<file path="config.mk">
export PLATFORM = sky130hd
export DESIGN_NAME = lru_rate_cache_flat
export DESIGN_NICKNAME = d
export VERILOG_FILES = /design/src/rtl/lrc_pkg.sv /design/src/rtl/lrc_if.sv /design/src/rtl/lrc_cell.sv /design/src/rtl/lru_rate_cache.sv /design/src/flat_wrapper.sv
export SDC_FILE = /design/constraint.sdc
export NUM_CORES = 2
export LEC_CHECK = 0
export BUFFER_PORTS_ARGS = -buffer_cell sky130_fd_sc_hd__buf_2
export CORE_MARGIN = 3
export CORE_UTILIZATION = 25
export CTS_CLUSTER_SIZE = 24
export DETAILED_ROUTE_END_ITERATION = 8
export GPL_TIMING_DRIVEN = 0
export PLACE_DENSITY_LB_ADDON = 0.25
export RECOVER_POWER = 100
export SYNTH_ARGS = -nofsm -noshare
export SYNTH_HDL_FRONTEND = slang
export SYNTH_HIERARCHICAL = 1
export SYNTH_SLANG_ARGS = --single-unit
</file>
<file path="constraint.sdc">
create_clock -name clk_i -period 7.62 [get_ports clk_i]
set_input_delay 1.524 -clock clk_i [delete_from_list [all_inputs] [get_ports clk_i]]
set_output_delay 1.524 -clock clk_i [all_outputs]
set_load 0.005 [all_outputs]
</file>
<file path="src/rtl/lrc_pkg.sv">
package lrc_pkg;

  localparam int unsigned ENTRIES_DEF = 16;
  localparam int unsigned KEY_W       = 32;
  localparam int unsigned VAL_W       = 32;

  localparam logic FUNC_LOOKUP = 1'b0;
  localparam logic FUNC_UPDATE = 1'b1;

  typedef enum logic [1:0] {
    ST_IDLE,
    ST_MATCH,
    ST_SELECT,
    ST_COMMIT
  } lrc_state_e;

  typedef struct packed {
    logic             func;
    logic [KEY_W-1:0] req_key;
    logic [VAL_W-1:0] req_value;
    logic             capture;
  } lrc_cell_ctrl_t;

endpackage

</file>
<file path="src/rtl/lrc_if.sv">
interface lrc_in_if;
  import lrc_pkg::*;

  logic             valid;
  logic             ready;
  logic             func;
  logic [KEY_W-1:0] request_key;
  logic [VAL_W-1:0] store_value;

  modport source (output valid, output func, output request_key, output store_value,
                  input ready);
  modport sink (input valid, input func, input request_key, input store_value,
                output ready);
endinterface

interface lrc_out_if;
  import lrc_pkg::*;

  logic             valid;
  logic             ready;
  logic             hit;
  logic [VAL_W-1:0] found_value;

  modport source (output valid, output hit, output found_value, input ready);
  modport sink (input valid, input hit, input found_value, output ready);
endinterface

</file>
<file path="src/rtl/lrc_cell.sv">
module lrc_cell (
  input  logic                   clk_i,
  input  logic                   rst_ni,
  input  lrc_pkg::lrc_cell_ctrl_t ctrl_i,
  input  logic                   load_i,
  input  logic [lrc_pkg::KEY_W-1:0] key_i,
  input  logic [lrc_pkg::VAL_W-1:0] value_i,
  output logic [lrc_pkg::KEY_W-1:0] key_o,
  output logic [lrc_pkg::VAL_W-1:0] value_o,
  output logic                   match_o
);
  import lrc_pkg::*;

  logic [KEY_W-1:0] key_q;
  logic [VAL_W-1:0] value_q;
  logic             match_q;
  logic             match_d;
  logic             empty;
  logic             key_eq;

  // Empty entries are marked by a zero value, so only the value needs a reset.
  assign empty  = (value_q == '0);
  assign key_eq = (key_q == ctrl_i.req_key);

  always_comb begin
    if (ctrl_i.func == FUNC_UPDATE) begin
      match_d = empty || (key_eq && (value_q == ctrl_i.req_value));
    end else begin
      match_d = !empty && key_eq;
    end
  end

  always_ff @(posedge clk_i) begin
    if (load_i) begin
      key_q <= key_i;
    end
  end

  always_ff @(posedge clk_i or negedge rst_ni) begin
    if (!rst_ni) begin
      value_q <= '0;
    end else if (load_i) begin
      value_q <= value_i;
    end
  end

  always_ff @(posedge clk_i or negedge rst_ni) begin
    if (!rst_ni) begin
      match_q <= 1'b0;
    end else if (ctrl_i.capture) begin
      match_q <= match_d;
    end
  end

  assign key_o   = key_q;
  assign value_o = value_q;
  assign match_o = match_q;

endmodule

</file>
<file path="src/rtl/lru_rate_cache.sv">
// A result is offered after its request passes the match, select and commit
// states: the cell row compares, the first matching position is isolated, then
// the row shifts toward the back. A request is taken only in the idle state.
// A waiting result does not block the next request from being accepted.
// Reset: asynchronous, active low; every entry is empty after reset.
module lru_rate_cache #(
  parameter int unsigned ENTRIES = lrc_pkg::ENTRIES_DEF
) (
  input  logic      clk_i,
  input  logic      rst_ni,
  lrc_in_if.sink    req_i,
  lrc_out_if.source rsp_o
);
  import lrc_pkg::*;

  lrc_state_e state_q, state_d;

  logic             func_q;
  logic [KEY_W-1:0] key_q;
  logic [VAL_W-1:0] value_q;

  logic [ENTRIES-1:0] match;
  logic [ENTRIES-1:0] sel_q, sel_d;
  logic [ENTRIES-1:0] load_mask;
  logic               change_q, change_d;
  logic               hit_q, hit_d;

  logic [KEY_W-1:0] cell_key [ENTRIES];
  logic [VAL_W-1:0] cell_value [ENTRIES];

  logic [KEY_W-1:0] sel_key;
  logic [VAL_W-1:0] sel_value;
  logic [KEY_W-1:0] front_key;
  logic [VAL_W-1:0] front_value;

  logic accept;
  logic capture;
  logic select_en;
  logic commit;

  logic             out_valid_q;
  logic             out_hit_q;
  logic [VAL_W-1:0] out_value_q;

  lrc_cell_ctrl_t cell_ctrl;

  localparam logic [ENTRIES-1:0] OneLsb = {{(ENTRIES-1){1'b0}}, 1'b1};
  localparam logic [ENTRIES-1:0] OneMsb = {1'b1, {(ENTRIES-1){1'b0}}};

  always_ff @(posedge clk_i or negedge rst_ni) begin
    if (!rst_ni) begin
      state_q <= ST_IDLE;
    end else begin
      state_q <= state_d;
    end
  end

  always_comb begin
    state_d   = state_q;
    capture   = 1'b0;
    select_en = 1'b0;
    commit    = 1'b0;
    case (state_q)
      ST_IDLE: begin
        if (req_i.valid) begin
          state_d = ST_MATCH;
        end
      end
      ST_MATCH: begin
        capture = 1'b1;
        state_d = ST_SELECT;
      end
      ST_SELECT: begin
        select_en = 1'b1;
        state_d   = ST_COMMIT;
      end
      ST_COMMIT: begin
        if (!out_valid_q || rsp_o.ready) begin
          commit  = 1'b1;
          state_d = ST_IDLE;
        end
      end
      default: begin
        state_d = ST_IDLE;
      end
    endcase
  end

  assign req_i.ready = (state_q == ST_IDLE);
  assign accept      = req_i.valid && req_i.ready;

  always_ff @(posedge clk_i) begin
    if (accept) begin
      func_q  <= req_i.func;
      key_q   <= req_i.request_key;
      value_q <= req_i.store_value;
    end
  end

  assign cell_ctrl.func      = func_q;
  assign cell_ctrl.req_key   = key_q;
  assign cell_ctrl.req_value = value_q;
  assign cell_ctrl.capture   = capture;

  // The first matching position in recency order is isolated with a two's
  // complement trick. An update without a match replaces the last position.
  always_comb begin
    logic [ENTRIES-1:0] first;
    logic               any;
    first = match & (~match + OneLsb);
    any   = |match;
    hit_d = 1'b0;
    if (func_q == FUNC_UPDATE) begin
      change_d = 1'b1;
      sel_d    = any ? first : OneMsb;
    end else begin
      change_d = any;
      hit_d    = any;
      sel_d    = first;
    end
  end

  always_ff @(posedge clk_i or negedge rst_ni) begin
    if (!rst_ni) begin
      sel_q    <= '0;
      change_q <= 1'b0;
      hit_q    <= 1'b0;
    end else if (select_en) begin
      sel_q    <= sel_d;
      change_q <= change_d;
      hit_q    <= hit_d;
    end
  end

  always_comb begin
    sel_key   = '0;
    sel_value = '0;
    for (int unsigned p = 0; p < ENTRIES; p++) begin
      sel_key   = sel_key | (cell_key[p] & {KEY_W{sel_q[p]}});
      sel_value = sel_value | (cell_value[p] & {VAL_W{sel_q[p]}});
    end
  end

  assign front_key   = (func_q == FUNC_UPDATE) ? key_q : sel_key;
  assign front_value = (func_q == FUNC_UPDATE) ? value_q : sel_value;

  // Every position up to and including the chosen one moves back by one.
  assign load_mask = (commit && change_q) ? (sel_q | (sel_q - OneLsb)) : '0;

  for (genvar p = 0; p < ENTRIES; p++) begin : g_cell
    logic [KEY_W-1:0] nbr_key;
    logic [VAL_W-1:0] nbr_value;

    if (p == 0) begin : g_front
      assign nbr_key   = front_key;
      assign nbr_value = front_value;
    end else begin : g_chain
      assign nbr_key   = cell_key[p-1];
      assign nbr_value = cell_value[p-1];
    end

    lrc_cell u_cell (
      .clk_i   (clk_i),
      .rst_ni  (rst_ni),
      .ctrl_i  (cell_ctrl),
      .load_i  (load_mask[p]),
      .key_i   (nbr_key),
      .value_i (nbr_value),
      .key_o   (cell_key[p]),
      .value_o (cell_value[p]),
      .match_o (match[p])
    );
  end

  always_ff @(posedge clk_i or negedge rst_ni) begin
    if (!rst_ni) begin
      out_valid_q <= 1'b0;
    end else if (commit) begin
      out_valid_q <= 1'b1;
    end else if (rsp_o.ready) begin
      out_valid_q <= 1'b0;
    end
  end

  always_ff @(posedge clk_i) begin
    if (commit) begin
      out_hit_q   <= hit_q;
      out_value_q <= hit_q ? sel_value : '0;
    end
  end

  assign rsp_o.valid       = out_valid_q;
  assign rsp_o.hit         = out_hit_q;
  assign rsp_o.found_value = out_value_q;

endmodule

</file>
<file path="src/flat_wrapper.sv">
// flat-port wrapper written by rule: the top's interface ports become plain ports
module lru_rate_cache_flat import lrc_pkg::*;
#(
  parameter int unsigned ENTRIES = lrc_pkg::ENTRIES_DEF
)
  (clk_i, rst_ni, req_i_valid, req_i_func, req_i_request_key, req_i_store_value, req_i_ready, rsp_o_valid, rsp_o_hit, rsp_o_found_value, rsp_o_ready);
  lrc_in_if req_i_i ();
  lrc_out_if rsp_o_i ();
  input  logic clk_i;
  input  logic rst_ni;
  input wire logic [$bits(req_i_i.valid)-1:0] req_i_valid;
  input wire logic [$bits(req_i_i.func)-1:0] req_i_func;
  input wire logic [$bits(req_i_i.request_key)-1:0] req_i_request_key;
  input wire logic [$bits(req_i_i.store_value)-1:0] req_i_store_value;
  output wire logic [$bits(req_i_i.ready)-1:0] req_i_ready;
  output wire logic [$bits(rsp_o_i.valid)-1:0] rsp_o_valid;
  output wire logic [$bits(rsp_o_i.hit)-1:0] rsp_o_hit;
  output wire logic [$bits(rsp_o_i.found_value)-1:0] rsp_o_found_value;
  input wire logic [$bits(rsp_o_i.ready)-1:0] rsp_o_ready;
  assign req_i_i.valid = req_i_valid;
  assign req_i_i.func = req_i_func;
  assign req_i_i.request_key = req_i_request_key;
  assign req_i_i.store_value = req_i_store_value;
  assign req_i_ready = req_i_i.ready;
  assign rsp_o_valid = rsp_o_i.valid;
  assign rsp_o_hit = rsp_o_i.hit;
  assign rsp_o_found_value = rsp_o_i.found_value;
  assign rsp_o_i.ready = rsp_o_ready;
  lru_rate_cache #(.ENTRIES(ENTRIES)) u_core (.clk_i(clk_i), .rst_ni(rst_ni), .req_i(req_i_i), .rsp_o(rsp_o_i));
endmodule
</file>
Word level (Yosys, flattened, before mapping)

Index checks and enable logic that the tools add are counted.

Register bits after elaboration: 1159
Bits of input ports: 69
Logic and storage cells: 282

Add/subtract/negate cells: 2
Eq/ne operators: 37
Muxes and demuxes: 32
Bitwise gates (word level): 65
Reduce and logical (&&, ||, !) cells: 88

Operator list:

| operator                | count |
|---|---|
| $and A32 B32 Y32        | 32 |
| $eq A32 B32 Y1          | 32 |
| $or A32 B32 Y32         | 30 |
| $logic_not A32 Y1       | 16 |
| $mux W32                | 2 |
| $mux W16                | 3 |
| $logic_and A1 B1 Y1     | 34 |
| $mux W1                 | 24 |
| $logic_not A1 Y1        | 17 |
| $logic_or A1 B1 Y1      | 17 |
| $add A16 B1 Y16 const B | 1 |
| $and A16 B16 Y16        | 1 |
| $not A16 Y16            | 1 |
| $or A16 B16 Y16         | 1 |
| $reduce_or A16 Y1       | 1 |
| $sub A16 B1 Y16 const B | 1 |
| $pmux W2 S4             | 1 |
| $eq A2 B2 Y1 const B    | 2 |
| $mux W2                 | 2 |
| $eq A2 B1 Y1 const B    | 1 |
| $logic_not A2 Y1        | 1 |
| $ne A2 B1 Y1 const B    | 1 |
| $ne A2 B2 Y1 const B    | 1 |
| $reduce_and A2 Y1       | 1 |
| $reduce_bool A2 Y1      | 1 |

Depth between registers and ports, before layout

Word-level depth: 17
Gate-level depth with buffers: 10

Hierarchy

Netlist, hierarchy kept.

Modules (own cells, without submodules):

| module         | instances | cells an instance | area an instance (um^2) | seq. area each (um^2) |
|---|---|---|---|---|
| lrc_cell       | 16        | 202               | 2979.1                  | 1786.7 |
| lru_rate_cache | 1         | 1058              | 10510.1                 | 3468.3 |

Worst setup path after synthesis

No wires, ideal clock.

Kind: input to register
Start point: input port rsp_o_ready
End point: register u_core.g_cell[11].u_cell.value_q[10]
Library setup time: 125 ps
Arrival time: 5761 ps
Data required time: 7495 ps
Slack: 1735 ps
Stages: 7
Buffers on the path: 2
Path through: nand2b_1 -> and2_1 -> nand2_1 -> o41ai_2 -> clkbuf_1 -> buf_2 -> mux2_2

Longest elaborated chain between the ends: 5

RTL lines:

| item                           | line                  | text |
|---|---|---|
| from (decl)                    | flat_wrapper.sv:19    | `input wire logic [$bits(rsp_o_i.ready)-1:0] rsp_o_ready;` |
| $logic_or A1 B1 Y1             | lru_rate_cache.sv:78  | `if (!out_valid_q \|\| rsp_o.ready) begin` |
| $mux W1                        | lru_rate_cache.sv:78  |  |
| $mux W1                        | lru_rate_cache.sv:63  | `case (state_q)` |
| named net u_core.commit        | lru_rate_cache.sv:39  | `logic commit;` |
| $logic_and A1 B1 Y1            | lru_rate_cache.sv:148 | `assign load_mask = (commit && change_q) ? (sel_q \| (sel_q - OneLsb)) : '0;` |
| $mux W16                       | lru_rate_cache.sv:148 |  |
| named net u_core.load_mask[11] | lru_rate_cache.sv:24  | `logic [ENTRIES-1:0] load_mask;` |
| to (signal assigned)           | lrc_cell.sv:43        | `value_q <= value_i;` |
| to (decl)                      | lrc_cell.sv:15        | `logic [VAL_W-1:0] value_q;` |

The timed path passes the listed nets, and every way through them passes these cells.
A chain may end at the register's enable or synchronous reset.

Worst setup path in the final report

Start point: register u_core.sel_q[3]
End point: register u_core.g_cell[3].u_cell.value_q[13]

Longest elaborated chain between the ends: 3

RTL lines:

| item                          | line                  | text |
|---|---|---|
| from (decl)                   | lru_rate_cache.sv:23  | `logic [ENTRIES-1:0] sel_q, sel_d;` |
| from (signal assigned)        | lru_rate_cache.sv:129 | `sel_q <= sel_d;` |
| $sub A16 B1 Y16               | lru_rate_cache.sv:148 |  |
| $or A16 B16 Y16 *             | lru_rate_cache.sv:148 |  |
| $mux W16 *                    | lru_rate_cache.sv:148 |  |
| named net u_core.load_mask[3] | lru_rate_cache.sv:24  |  |
| to (signal assigned)          | lrc_cell.sv:43        |  |
| to (decl)                     | lrc_cell.sv:15        |  |

The timed path passes the listed nets; every way through them passes the cells marked *.

==> summary.md <==
| Metric | Value |
|---|---|
| Status | finished with violations |
| Failing checks | capacitance limit, slew limit |
| Vias/cell | 5.712 |
| Post-synth EDFFs | 610 |
| Number of buffers created by CTS | 135 |
| Slew @ Worst Pin | 3.610 ns |
| Worst-skew pair later-pin latency | 0.79 ns |
| Final Hold Violating Endpoints | 0 |
| Cts hold-fix bufs | 0 |
| Root Buffer | clkbuf_16 |
| Synthesis-to-layout area growth | 15.78% |
| Pre-antenna DRT Iters | 6 |
| # nets final | 4644 |
| Share of total power in the clock network | 23.2% |
| Core area | 0.2308 sq mm |
| Post-CTS Setup Inserts | 0 |
| Initial Util | 25.21% |
| Drt initial violations | 6421 |
| Reg power frac | 42.0% |
| Top cells by count, synth | xor2_1 (1008), edfxtp_1 (610), dfrtp_1 (549), mux2_2 (514), nor4_1 (306) |
| WHS | 0.4549 ns |
| Max cap viols | 42 |
| Worst min-delay path category | reg -> reg |
| Number of global-route vias before repair | 42.20k |
| Worst vdd ir | 0.0002527 V |
| DIE HEIGHT | 488.4 um |
| CTS tree | built |
| Pwr Total | 29.09 mW |
| Clk_skew | 0.02958 ns |
| Cells after DPL | 7460 |
| Clock transition at path regs | 0.06 ns |
| Ranking of synthesized cells by area | edfxtp_1 (31%), dfrtp_1 (24%), xor2_1 (15%), mux2_2 (9.9%), a22o_1 (3.9%) |
| Sw power | 12.73 mW |
| CP startpoint kind | flip-flop |
| CP max FO | 12 |
| CP required | 8.29 ns |
| Largest net degree at the start of global routing | 116 |
| Netlist cell types | 44 |
| Syn_nets | 4363 |
| Final Non-Filler Cells | 7715 |
| H-tree Lvls | 4 |
| Area fraction of the dominant cell type after synthesis | 31.49% |
| RSZ-0062 raised after global routing | false |
| Most numerous cell in the Yosys netlist | xor2_1 |
| Fmax | 0.1546 GHz |
| Initial antenna violation count | 16 |
| Switching share of power | 43.76% |
| Combinational share of power | 34.8% |
| Synthesized flop and latch total | 1159 |
| Post-synth top flop | edfxtp_1 |
| Post-synthesis cell area | 0.05818 sq mm |
| Drt wl/cell | 38.35 um |
| Fin crit period | 6.469 ns |
| Final wirelength | 295.9 mm |
| Die X | 488.4 um |
| Worst slew margin | -140.6% |
| Routed via count | 44.07k |
| I/O Buffers | 103 |
| Final period util | 84.89% |
| DIE AREA | 0.2385 sq mm |
| WP data arrival | 7.14 ns |
| Antenna Violating Nets Remaining | 0 |
| Post-CTS Resized | 0 |
| Register area share after synthesis | 55.10% |
| Max-slew violation count | 654 |
| Synth area leader | edfxtp_1 |
| LEAKAGE | 26.53 nW |
| Gr usage total | 24.05% |
| HPWL Detailed | 222.5 mm |
| Cells after Synth | 4290 |
| # IOs | 104 |
| Setup crit end kind | flip-flop |
| Crit Path Class | reg -> reg |
| First-pass GRT wire length | 390.4 mm |
| Row count | 176 |
| Fin util | 29.19% |
| Max Root-Sink Buffers | 3 |
| Int Pwr | 16.36 mW |
| CTS Sinks | 1159 |
| Post-route DRC | 0 |
| Power density cells | 431.9 mW/mm^2 |
| FFs w/ async S/R, synth | 47.37% |
| Share of cells above drive strength 1 | 18.60% |
| Syn Area/Cell | 13.56 sq um |
| Setup violations, final | 0 |
| Final GP Congestion | 0.9990 |
| Gr ovfl total | 0 |
| Synth Warn # | 6 |
cells in the final DEF, fill, tap and decap left out, drive strengths merged, types with 3 or more instances in the layout:
cell type	count
nor4	373
o2111ai	16
inv	67
o21ai	22
and2	3
and4	32
nand3	21
mux2i	33
mux2	546
clkinv	37
bufinv	11
o2bb2ai	3
a221oi	256
clkbuf	436
xnor2	16
or4	3
nand4	112
clkinvlp	6
nor3	36
a22o	259
xor2	1008
nand2	24
buf	88
dfrtp	549
o21a	8
diode	12
edfxtp	610
a21o	16
nor2	45
o32ai	17
ha	4
a21oi	7
per-stage QoR:
stage / TNS [ns] / area, sq um / setup slack, ns
2_1_floorplan: 0 / 58180 / 1.735
3_3_place_gp: -5722.59 / 62480 / -7.612
3_5_place_dp: 0 / 63530 / 1.751
4_1_cts: 0 / 67970 / 2.626
5_1_grt: 0 / 67330 / 1.266
6_report: 0 / 67360 / 1.151
routing by layer:
layer  up-vias  part of all wire, %  GRT usage [%]
met4         6                  6.4          12.84
met1     23360                   41          32.14
li1      17250                    -              -
met3       637                  9.2          5.622
met5         -                0.011              0
met2      2817                   43          35.94
flip-flops by register name, indices dropped and copies added, names as in the netlist:
signal	cells
u_core/change_q	1
u_core/func_q	1
u_core/g_cell.u_cell/key_o	512
u_core/g_cell.u_cell/match_o	16
u_core/g_cell.u_cell/value_o	512
u_core/hit_q	1
u_core/key_q	32
u_core/rsp_o.found_value	32
u_core/rsp_o.hit	1
u_core/rsp_o.valid	1
u_core/sel_q	16
u_core/state_q	2
u_core/value_q	32
cells by family (layout without fill, tap and decap cells):
kind of cell	after synthesis	after routing	synth area share, %
buf+inv	258	645	1.774
compound gates	609	609	8.945
other cells	0	12	0
fa+ha+maj	4	4	0.08603
mux	579	579	11.14
simple gates	657	657	7.540
flops	1159	1159	55.10
xor+xnor	1024	1024	15.42
layout make-up:
| type | instances | area, sq um |
|---|---|---|
| clock buffers | 186 | 3817 |
| well taps | 3026 | 3786 |
| plain buffers | 194 | 757.0 |
| inverters | 64 | 241.5 |
| multi-input cells | 2873 | 25090 |
| flip-flops and latches | 1159 | 32060 |
| clock inverters | 57 | 620.6 |
| fillers | 23550 | 163400 |
| diodes | 12 | 30.03 |
| repair buffers | 144 | 958.4 |
path summary, 6_finish.rpt:
kind | startpoint | end | slack (ns) | depth (start not counted)
setup / recovery | u_core/sel_q[3] | u_core/g_cell[3].u_cell/value_o[13] | 1.15 | 8
hold / removal | u_core/hit_q | u_core/rsp_o.hit | 0.45 | 0
setup reg to reg | u_core/sel_q[3] | u_core/g_cell[3].u_cell/value_o[13] | 1.15 | 8
hold reg to reg | u_core/hit_q | u_core/rsp_o.hit | 0.45 | 0
max in group asynchronous | rst_ni | u_core/g_cell[7].u_cell/value_o[13] | 3.48 | 2
min in group asynchronous | rst_ni | u_core/g_cell[13].u_cell/value_o[16] | 0.76 | 1
power by group through the flow:
stage / Combinational (mW) / Sequential (mW) / Clock, mW
floorplan: 5.47 / 10.8 / 0
global placement: 9.44 / 12.4 / 0
detailed placement: 9.99 / 12.2 / 0
CTS: 10.0 / 12.1 / 6.84
global route: 10.3 / 12.4 / 7.10
finish: 10.1 / 12.2 / 6.74
worst max-delay path, cell delays in order (launching register included):
cell	delay [ns]
dfrtp_1	0.38
clkbuf_1	0.80
clkbuf_1	1.22
inv_1	0.22
a21oi_1	1.57
clkbuf_1	0.88
clkbuf_1	0.38
buf_2	0.46
mux2_2	0.40
(Power assumes the default switching activity.)
